### src/rtl/srsc_pkg.sv
// Package for the servo radar sweep controller: codes, defaults and widths.
package srsc_pkg;

  localparam int DIST_BITS_DEF = 16;

  localparam int ANGLE_W = 8;
  localparam int INC_W   = 7;
  localparam int SETTLE_W = 16;
  localparam int CFG_W   = 16;

  localparam logic [ANGLE_W-1:0]  ANGLE_MIN_RST  = 8'd10;
  localparam logic [ANGLE_W-1:0]  ANGLE_MAX_RST  = 8'd170;
  localparam logic [INC_W-1:0]    ANGLE_INC_RST  = 7'd5;
  localparam logic [SETTLE_W-1:0] SETTLE_RST     = 16'd150;

  typedef enum logic [1:0] {
    REG_ANGLE_MIN = 2'd0,
    REG_ANGLE_MAX = 2'd1,
    REG_ANGLE_INC = 2'd2,
    REG_SETTLE    = 2'd3
  } reg_idx_t;

  typedef enum logic [1:0] {
    MODE_TICK    = 2'd0,
    MODE_CLICK   = 2'd1,
    MODE_READING = 2'd2
  } mode_t;

  typedef enum logic [2:0] {
    K_ANGLE   = 3'd0,
    K_REQ     = 3'd1,
    K_REPORT  = 3'd2,
    K_SUMMARY = 3'd3,
    K_DETACH  = 3'd4
  } kind_t;

endpackage

### src/rtl/servo_radar_sweep_controller_top.sv
// Servo radar sweep controller: sweep sequencer with result queue and stream ports.
//
// Events (tick, click, reading) enter through in_*, one word per cycle while in_tready
// is high, into an input register; the sweep state is updated in a single pass and
// the up to three result words an event causes are written at once into a four-entry
// result queue that drains through out_* at one word per cycle while out_tready is
// high. An event is taken from the input register once the queue has room for three
// words, so for readings (two or three results each) the sustained rate is set by
// the single-word output port; ticks and clicks, with at most one result, sustain one
// event per cycle while out_tready stays high. An accepted event waits in the input
// register; the sweep update then writes its result words into the result queue for
// out_*. Configuration writes through cfg_* take effect in the next cycle.
module servo_radar_sweep_controller_top #(
  parameter int DIST_BITS = srsc_pkg::DIST_BITS_DEF
) (
  input  logic                                  clk,
  input  logic                                  rst_n,
  // configuration
  input  logic                                  cfg_we,
  input  logic [1:0]                            cfg_addr,
  input  logic [srsc_pkg::CFG_W-1:0]            cfg_wdata,
  // input words
  input  logic                                  in_tvalid,
  output logic                                  in_tready,
  input  logic [((DIST_BITS+7)/8)*8-1:0]        in_tdata,  // distance_cm
  input  logic [1:0]                            in_tuser,  // mode
  // result words
  output logic                                  out_tvalid,
  input  logic                                  out_tready,
  output logic [((DIST_BITS+9+7)/8)*8-1:0]      out_tdata, // angle_deg, range_cm, found
  output logic [2:0]                            out_tuser, // kind
  output logic                                  out_tlast
);
  import srsc_pkg::*;

  localparam int OUT_W = ((DIST_BITS + 9 + 7) / 8) * 8;
  localparam int QD    = 4;

  typedef enum logic [1:0] {
    PH_MOVE    = 2'd0,
    PH_SETTLE  = 2'd1,
    PH_MEASURE = 2'd2
  } phase_t;

  typedef struct packed {
    kind_t                kind;
    logic [ANGLE_W-1:0]   angle;
    logic [DIST_BITS-1:0] range_cm;
    logic                 found;
    logic                 last;
  } res_t;

  // configuration registers
  logic [ANGLE_W-1:0]  angle_min_r, angle_max_r;
  logic [INC_W-1:0]    angle_inc_r;
  logic [SETTLE_W-1:0] settle_r;

  // input register
  logic                 in_valid_r;
  logic [1:0]           in_mode_r;
  logic [DIST_BITS-1:0] in_dist_r;

  // sweep state
  logic [ANGLE_W-1:0]   angle_r, angle_nxt;
  logic                 down_r, down_nxt;
  phase_t               phase_r, phase_nxt;
  logic [SETTLE_W-1:0]  cd_r, cd_nxt;
  logic                 paused_r, paused_nxt;
  logic                 nv_r, nv_nxt;
  logic [DIST_BITS-1:0] nr_r, nr_nxt;
  logic [ANGLE_W-1:0]   na_r, na_nxt;

  // result queue
  res_t       q_r [QD];
  logic [1:0] wr_ptr_r, rd_ptr_r;
  logic [2:0] cnt_r;

  res_t       res [3];
  logic [1:0] res_n;
  logic       pop, space_ok, fire;

  assign pop      = out_tvalid && out_tready;
  assign space_ok = (cnt_r <= 3'd1) || ((cnt_r == 3'd2) && pop);
  assign fire     = in_valid_r && space_ok;
  assign in_tready = !in_valid_r || space_ok;

  always_comb begin
    logic [SETTLE_W-1:0] cd_dec;
    logic [ANGLE_W+1:0]  nxt_s;
    logic                wrap;
    logic                upd;
    cd_dec     = cd_r - {{(SETTLE_W-1){1'b0}}, (cd_r != '0)};
    nxt_s      = '0;
    wrap       = 1'b0;
    upd        = 1'b0;
    angle_nxt  = angle_r;
    down_nxt   = down_r;
    phase_nxt  = phase_r;
    cd_nxt     = cd_r;
    paused_nxt = paused_r;
    nv_nxt     = nv_r;
    nr_nxt     = nr_r;
    na_nxt     = na_r;
    res_n      = 2'd0;
    for (int i = 0; i < 3; i++) begin
      res[i] = '0;
    end
    case (in_mode_r)
      MODE_CLICK: begin
        res_n = 2'd1;
        res[0].angle = angle_r;
        if (!paused_r) begin
          paused_nxt  = 1'b1;
          res[0].kind = K_DETACH;
        end else begin
          paused_nxt  = 1'b0;
          res[0].kind = K_ANGLE;
          phase_nxt   = PH_MOVE;
          cd_nxt      = settle_r;
        end
      end
      MODE_TICK: begin
        if (!paused_r) begin
          cd_nxt = cd_dec;
          res[0].angle = angle_r;
          if (cd_dec == '0) begin
            if (phase_r == PH_SETTLE) begin
              res_n       = 2'd1;
              res[0].kind = K_REQ;
              phase_nxt   = PH_MEASURE;
            end else if (phase_r != PH_MEASURE) begin
              res_n       = 2'd1;
              res[0].kind = K_ANGLE;
              phase_nxt   = PH_SETTLE;
              cd_nxt      = settle_r;
            end
          end
        end
      end
      MODE_READING: begin
        if (!paused_r && phase_r == PH_MEASURE) begin
          res[0].kind     = K_REPORT;
          res[0].angle    = angle_r;
          res[0].range_cm = in_dist_r;
          res[0].found    = (in_dist_r != '0);
          upd = (in_dist_r != '0) && (!nv_r || in_dist_r < nr_r);
          if (upd) begin
            nv_nxt = 1'b1;
            nr_nxt = in_dist_r;
            na_nxt = angle_r;
          end
          if (down_r) begin
            nxt_s = {2'b00, angle_r} - {3'b000, angle_inc_r};
          end else begin
            nxt_s = {2'b00, angle_r} + {3'b000, angle_inc_r};
          end
          if ($signed(nxt_s) > $signed({2'b00, angle_max_r})) begin
            nxt_s    = {2'b00, angle_max_r};
            down_nxt = 1'b1;
            wrap     = 1'b1;
          end else if ($signed(nxt_s) < $signed({2'b00, angle_min_r})) begin
            nxt_s    = {2'b00, angle_min_r};
            down_nxt = 1'b0;
            wrap     = 1'b1;
          end
          angle_nxt = nxt_s[ANGLE_W-1:0];
          if (wrap) begin
            res[1].kind = K_SUMMARY;
            if (nv_nxt) begin
              res[1].angle    = na_nxt;
              res[1].range_cm = nr_nxt;
              res[1].found    = 1'b1;
            end
            nv_nxt = 1'b0;
            nr_nxt = '0;
            na_nxt = '0;
            res[2].kind  = K_ANGLE;
            res[2].angle = angle_nxt;
            res_n = 2'd3;
          end else begin
            res[1].kind  = K_ANGLE;
            res[1].angle = angle_nxt;
            res_n = 2'd2;
          end
          phase_nxt = PH_SETTLE;
          cd_nxt    = settle_r;
        end
      end
      default: begin
      end
    endcase
    if (res_n != 2'd0) begin
      res[res_n - 2'd1].last = 1'b1;
    end
  end

  always_ff @(posedge clk) begin
    if (!rst_n) begin
      angle_min_r <= ANGLE_MIN_RST;
      angle_max_r <= ANGLE_MAX_RST;
      angle_inc_r <= ANGLE_INC_RST;
      settle_r    <= SETTLE_RST;
      in_valid_r  <= 1'b0;
      angle_r     <= ANGLE_MIN_RST;
      down_r      <= 1'b0;
      phase_r     <= PH_MOVE;
      cd_r        <= '0;
      paused_r    <= 1'b0;
      nv_r        <= 1'b0;
      nr_r        <= '0;
      na_r        <= '0;
      wr_ptr_r    <= '0;
      rd_ptr_r    <= '0;
      cnt_r       <= '0;
    end else begin
      if (cfg_we) begin
        unique case (reg_idx_t'(cfg_addr))
          REG_ANGLE_MIN: angle_min_r <= cfg_wdata[ANGLE_W-1:0];
          REG_ANGLE_MAX: angle_max_r <= cfg_wdata[ANGLE_W-1:0];
          REG_ANGLE_INC: angle_inc_r <= cfg_wdata[INC_W-1:0];
          REG_SETTLE:    settle_r    <= cfg_wdata[SETTLE_W-1:0];
          default: begin
          end
        endcase
      end
      if (in_tvalid && in_tready) begin
        in_valid_r <= 1'b1;
        in_mode_r  <= in_tuser;
        in_dist_r  <= in_tdata[DIST_BITS-1:0];
      end else if (fire) begin
        in_valid_r <= 1'b0;
      end
      if (fire) begin
        angle_r  <= angle_nxt;
        down_r   <= down_nxt;
        phase_r  <= phase_nxt;
        cd_r     <= cd_nxt;
        paused_r <= paused_nxt;
        nv_r     <= nv_nxt;
        nr_r     <= nr_nxt;
        na_r     <= na_nxt;
        for (int i = 0; i < 3; i++) begin
          if (i < int'(res_n)) begin
            q_r[wr_ptr_r + 2'(i)] <= res[i];
          end
        end
        wr_ptr_r <= wr_ptr_r + res_n;
      end
      if (pop) begin
        rd_ptr_r <= rd_ptr_r + 2'd1;
      end
      cnt_r <= cnt_r + (fire ? {1'b0, res_n} : 3'd0) - {2'b00, pop};
    end
  end

  res_t head;
  assign head       = q_r[rd_ptr_r];
  assign out_tvalid = (cnt_r != 3'd0);
  assign out_tuser  = head.kind;
  assign out_tlast  = head.last;
  assign out_tdata  = OUT_W'({head.found, head.range_cm, head.angle});

endmodule

### config.mk
export PLATFORM = sky130hd
export DESIGN_NAME = servo_radar_sweep_controller_top
export DESIGN_NICKNAME = d
export VERILOG_FILES = /design/src/rtl/srsc_pkg.sv /design/src/rtl/servo_radar_sweep_controller_top.sv
export SDC_FILE = /design/constraint.sdc
export NUM_CORES = 1
export LEC_CHECK = 0
export BUFFER_PORTS_ARGS = -buffer_cell sky130_fd_sc_hd__clkbuf_2
export CAP_MARGIN = 20
export CORE_ASPECT_RATIO = 1.5
export CORE_MARGIN = 3
export CORE_UTILIZATION = 50
export DETAILED_ROUTE_END_ITERATION = 10
export GPL_ROUTABILITY_DRIVEN = 1
export PLACE_DENSITY_LB_ADDON = 0.12
export RECOVER_POWER = 25
export SYNTH_ARGS = -nofsm -noshare
export SYNTH_HDL_FRONTEND = slang
export SYNTH_SLANG_ARGS = --single-unit
### constraint.sdc
create_clock -name clk -period 15.3 [get_ports clk]
set_clock_uncertainty 0.1 [all_clocks]
set_input_delay 3.06 -clock clk [delete_from_list [all_inputs] [get_ports clk]]
set_output_delay 3.06 -clock clk [all_outputs]
set_load 0.1 [all_outputs]
# [Word-level counts from Yosys, hierarchy flattened]
# Memory sizes are Yosys's and may differ from the RTL's. A register that Yosys moved wholly into a read port is not among the register bits.
# Index checks and enable logic that the tools add are counted.
# W data, S select, Z words.
[totals] reg_bits=118 ramBits=116 in_bits=41 out_inout_bits=38 word_cells=163 n_memories=1
[memory_table] memory="q_r" words=4 word_bits=29 rd=1 rd_clocked_by_memory_dff=1 write_ports=3 line_no="servo_radar_sweep_controller_top.sv:74" text="res_t q_r [QD];"
[classes] addsub=10 magnitude_cmp=9 n_eq_ne=14 mux=77 bitwise=1 reduce_logical=33
[ops] operator="$mux W16" count=8
[ops] operator="$bwmux W87" count=1
[ops] operator="$mux W87" count=1
[ops] operator="$mux W27" count=3
[ops] operator="$demux W29 S2" count=1
[ops] operator="$mux W8" count=7
[ops] operator="$pmux W16 S3" count=1
[ops] operator="$mux W10" count=4
[ops] operator="$mux W17" count=2
[ops] operator="$mux W1" count=33
[ops] operator="$pmux W11 S3" count=1
[ops] operator="$reduce_bool A16 Y1" count=2
[ops] operator="$mux W25" count=1
[ops] operator="$mux W2" count=10
[ops] operator="$logic_not A16 Y1" count=1
[ops] operator="$lt A16 B16 Y1" count=1
[ops] operator="$sub A16 B1 Y16" count=1
[ops] operator="$pmux W2 S3" count=2
[ops] operator="$reduce_and A2 Y1" count=6
[ops] operator="$gt A10 B9 Y1" count=1
[ops] operator="$lt A10 B9 Y1" count=1
[ops] operator="$ne A2 B2 Y1 const B" count=5
[ops] operator="$add A8 B7 Y9" count=1
[ops] operator="$mux W9" count=1
[ops] operator="28 further kinds" count=49

# [Logic depth before layout (Yosys ltp)]
[depth] word_depth=20 depth_mapped=24 depth_no_buf=24

# [Worst setup path after synthesis]
# OpenSTA, ideal clock, no wires.
[synth_path] path_kind="in2out" from="in out_tready" to="out in_tready" t_arrival_ps=3989 required_ps=12140 path_slack_ps=8151 cell_stages=3 path_buffers=0 cell_sequence="nor2b_1 o21ai_0 nand2_1"
[synth_via] elab_chain_cells=4
[synth_rtl] item="start: declaration" line_no="servo_radar_sweep_controller_top.sv:29" text="input logic out_tready,"
[synth_rtl] item="$logic_and A1 B1 Y1" line_no="servo_radar_sweep_controller_top.sv:82" text="assign pop = out_tvalid && out_tready;"
[synth_rtl] item="$logic_and A1 B1 Y1" line_no="servo_radar_sweep_controller_top.sv:83" text="assign space_ok = (cnt_r <= 3'd1) || ((cnt_r == 3'd2) && pop);"
[synth_rtl] item="$logic_or A1 B1 Y1" line_no="servo_radar_sweep_controller_top.sv:83"
[synth_rtl] item="$logic_or A1 B1 Y1" line_no="servo_radar_sweep_controller_top.sv:85" text="assign in_tready = !in_valid_r || space_ok;"
[synth_rtl] item="end: declaration" line_no="servo_radar_sweep_controller_top.sv:24" text="output logic in_tready,"
# No other way between the ends.

==> metrics <==
Reg2Reg Launch Point angle_r[0]; Port Buffers 71; row count around 70; starting density of the core between 50% and 60%; Syn. warnings 0; cell area power density between 100 and 150 mW/mm²; Highest Signal Layer met4; GP Congestion approximately 0.98; EDFF count, synth 134; die area approximately 0.028 mm²; root buffer cell clkbuf_16; vias in the first global route 10,600; worst hold stages 2; Synth top cells by count nor2_1 (138), edfxtp_1 (134), nand2_1 (127); Num CTS Buffers 23; largest area contributor in the netlist edfxtp_1; Seq/Total Area, Yosys 46.5%; largest net degree at the start of global routing between 70 and 80; xor-xnor portion of the synthesized cell area less than 1%; Hold Crit Start settle_r[14]; Post-Syn Area ~0.013 mm²; Initial DRC Count roughly 750; final hold violation count 0; part of the power in combinational logic between 30% and 40%; setup TNS 0 ps; crit path launch type input port; setup bufs post-CTS 0; CP max stage cell clkbuf_1; n_diodes 0; Reg2Reg Depth 20; clock-pin slew on the worst setup and hold paths 60 ps; total gr overflow 0; Net Switching 682 µW; Synth top area share between 30% and 40%; Max Cap Viol 2; Pins Over Slew Limit about 120; Hold WC Path Type reg -> reg; Synth Area in Compound Gates roughly a fifth; Post-Route WL 38.1 mm; Synth Flop Type edfxtp_1; clock sink count 236; gr usage total a little over a quarter; DR WL/cell between 20 and 25 µm; Worst EP arrival between 8000 and 9000 ps; final worst slack 7120 ps; Layout Utilization a little under three fifths; failing checks capacitance limit, slew limit; critical path cell sequence clkbuf_2 -> clkbuf_1 -> clkinv_1 -> clkbuf_1 -> nor3_1 -> nor2_1 -> o21ai_4 -> buf_4; Max VDD drop ~120 µV; endpoint type of the worst setup path register; part of the power in registers between 30% and 40%; WL met3 between 1.5 and 2 mm; Max clock buf depth 3; Top cell by count, worst path clkbuf_1; initial antenna violation count 0; Slew Limit Headroom -161%; CTS Hold Buffers Added 0; Setup CP Type in -> reg; wire length on met2 between 20 and 25 mm; unrepaired setup endpoints after global routing no; drt drc 0; Final ANT Viol Nets 0; dpl hpwl ~27 mm; count leader, synth nor2_1; vias post-DR about 11,000; Crit path required time between 15,000 and 20,000 ps; fraction of layout cells with a size suffix above 1 roughly 14%; Yosys reg bits ~240; Worst R2R Setup Slack a little under 9000 ps; mux share of post-synthesis cell area between 6 and 7%; average vias per placed instance ~6.3; Setup Viol. Count Final 0; Netlist cell types 86; Hold Path Sink settle_r[14]; worst slew pin tran just under 4000 ps; Post-layout nets between 1,000 and 1,500; Die W between 100 and 150 µm; Resize count post-CTS 0; status finished, violations left; CTS tree yes; total core area ~0.025 mm²; num ports between 70 and 80; Fmax about 0.12 GHz; sw frac between 30% and 40%; Gate Count Post-Synth around 1,300; first-pass GRT wire length approximately 60 mm; syn avg cell area around 10 µm²; static leakage about 0.0052 µW; peak fanout along the critical path 77; largest family of logic cells by synthesized area compound AO/OA/AOI/OAI gates; RR Endpoint q_r[0][5]; fin crit period 8180 ps; final worst-path cycle share 53.4%; Post-Synth Simple-Gate Area 16.3%; Area growth syn-to-layout 10.3%; Clk Latency, worst-skew pair 520 ps; Post-synth ARST share 0%; post-synthesis adder-cell area fraction under 10%; Clk pwr share around 31%; M1 wire length 14.2 mm; drt first pass iters 5; CP peak stage delay between 2000 and 3000 ps; H-Tree Depth 1; largest cells by area after synthesis edfxtp_1 (31%), dfxtp_1 (16%), mux4_2 (5.0%), ha_1 (4.9%), nor2_1 (4.0%); die height around 200 µm; cell-internal power around 1200 µW; pre-CTS WS roughly 8000 ps
[layout by cell type (no fill, tap or decap), types with 23 or more instances in the layout]
cell type and instances:
nor2_1 138, edfxtp_1 134, nand2_1 127, dfxtp_1 101
a21oi_1 84, clkbuf_2 69, inv_1 61, a22o_1 51
ha_1 51, o21ai_0 45, nand3_1 41, nor3_1 30
a22oi_1 30, mux4_2 29, clkbuf_16 23
[through the flow]
stage / hold slack (ps) / instance area, µm² / total power, µW / cells
after detailed placement: 354 / 13700 / 1300 / 1654
after floorplan: 336 / 13100 / 1190 / 1315
after CTS: 363 / 14400 / 1870 / 1696
final: 360 / 14400 / 1860 / 1696
after global routing: 394 / 14400 / 1930 / 1696
after global placement: 348 / 13700 / 1300 / 1654
[state kept, by name, summed over array words and instances, names as in the netlist, named ones only]
name         count
q_r            116
cd_r            16
in_dist_r       16
nr_r            16
settle_r        16
angle_max_r      8
angle_min_r      8
angle_r          8
na_r             8
angle_inc_r      7
cnt_r            3
in_mode_r        2
phase_r          2
rd_ptr_r         2
wr_ptr_r         2
down_r           1
in_valid_r       1
nv_r             1
paused_r         1
[per-layer routing]
metal | track usage, % | vias up
met4 | 12.5 | 0
li1 | - | 4998
met3 | 2.96 | 128
met5 | 0 | -
met1 | 31.7 | 5140
met2 | 49.7 | 403
[layout make-up]
| class | count | area (µm²) |
|---|---|---|
| Clock buffer | 28 | 594 |
| Clock inverter | 14 | 148 |
| Fill cell | 2325 | 11000 |
| Inverter | 62 | 233 |
| Multi-Input combinational cell | 938 | 6460 |
| Sequential cell | 236 | 6070 |
| Tap cell | 328 | 410 |
| Timing Repair Buffer | 90 | 484 |
[worst max path at each step]
| stage | start | endpoint | slack, ps |
|---|---|---|---|
| after floorplan | out_tready | in_tready | 8150 |
| after global placement | out_tready | in_tready | 7970 |
| after detailed placement | out_tready | in_tready | 7990 |
| after CTS | out_tready | in_tready | 7990 |
| after global routing | rst_n | q_r[2][6] | 6610 |
| final | rst_n | q_r[2][6] | 7120 |
[cells by family (layout without fill, tap and decap cells)]
group                      Yosys count  after routing
AOI/OAI and AO/OA                  366            366
and+or+nand+nor                    446            446
xor gates and xnor gates            12             12
muxes                               53             53
DFF                                236            236
other                                1              7
buffers and inverters              141            194
adders and majority gates           54             54
[critical path: cells and delay by family]
family	cells	cell delay (ps)
AND/OR/NAND/NOR	2	1030
buffers and inverters	5	4060
AO/OA/AOI/OAI	1	90
[power groups by stage]
stage,clock [µW],combinational (µW),sequential [µW]
detailed placement,0,581,721
global placement,0,580,721
floorplan,0,481,713
CTS,576,583,708
global route,603,621,710
finish,567,581,708
(Power assumes the default switching activity.)
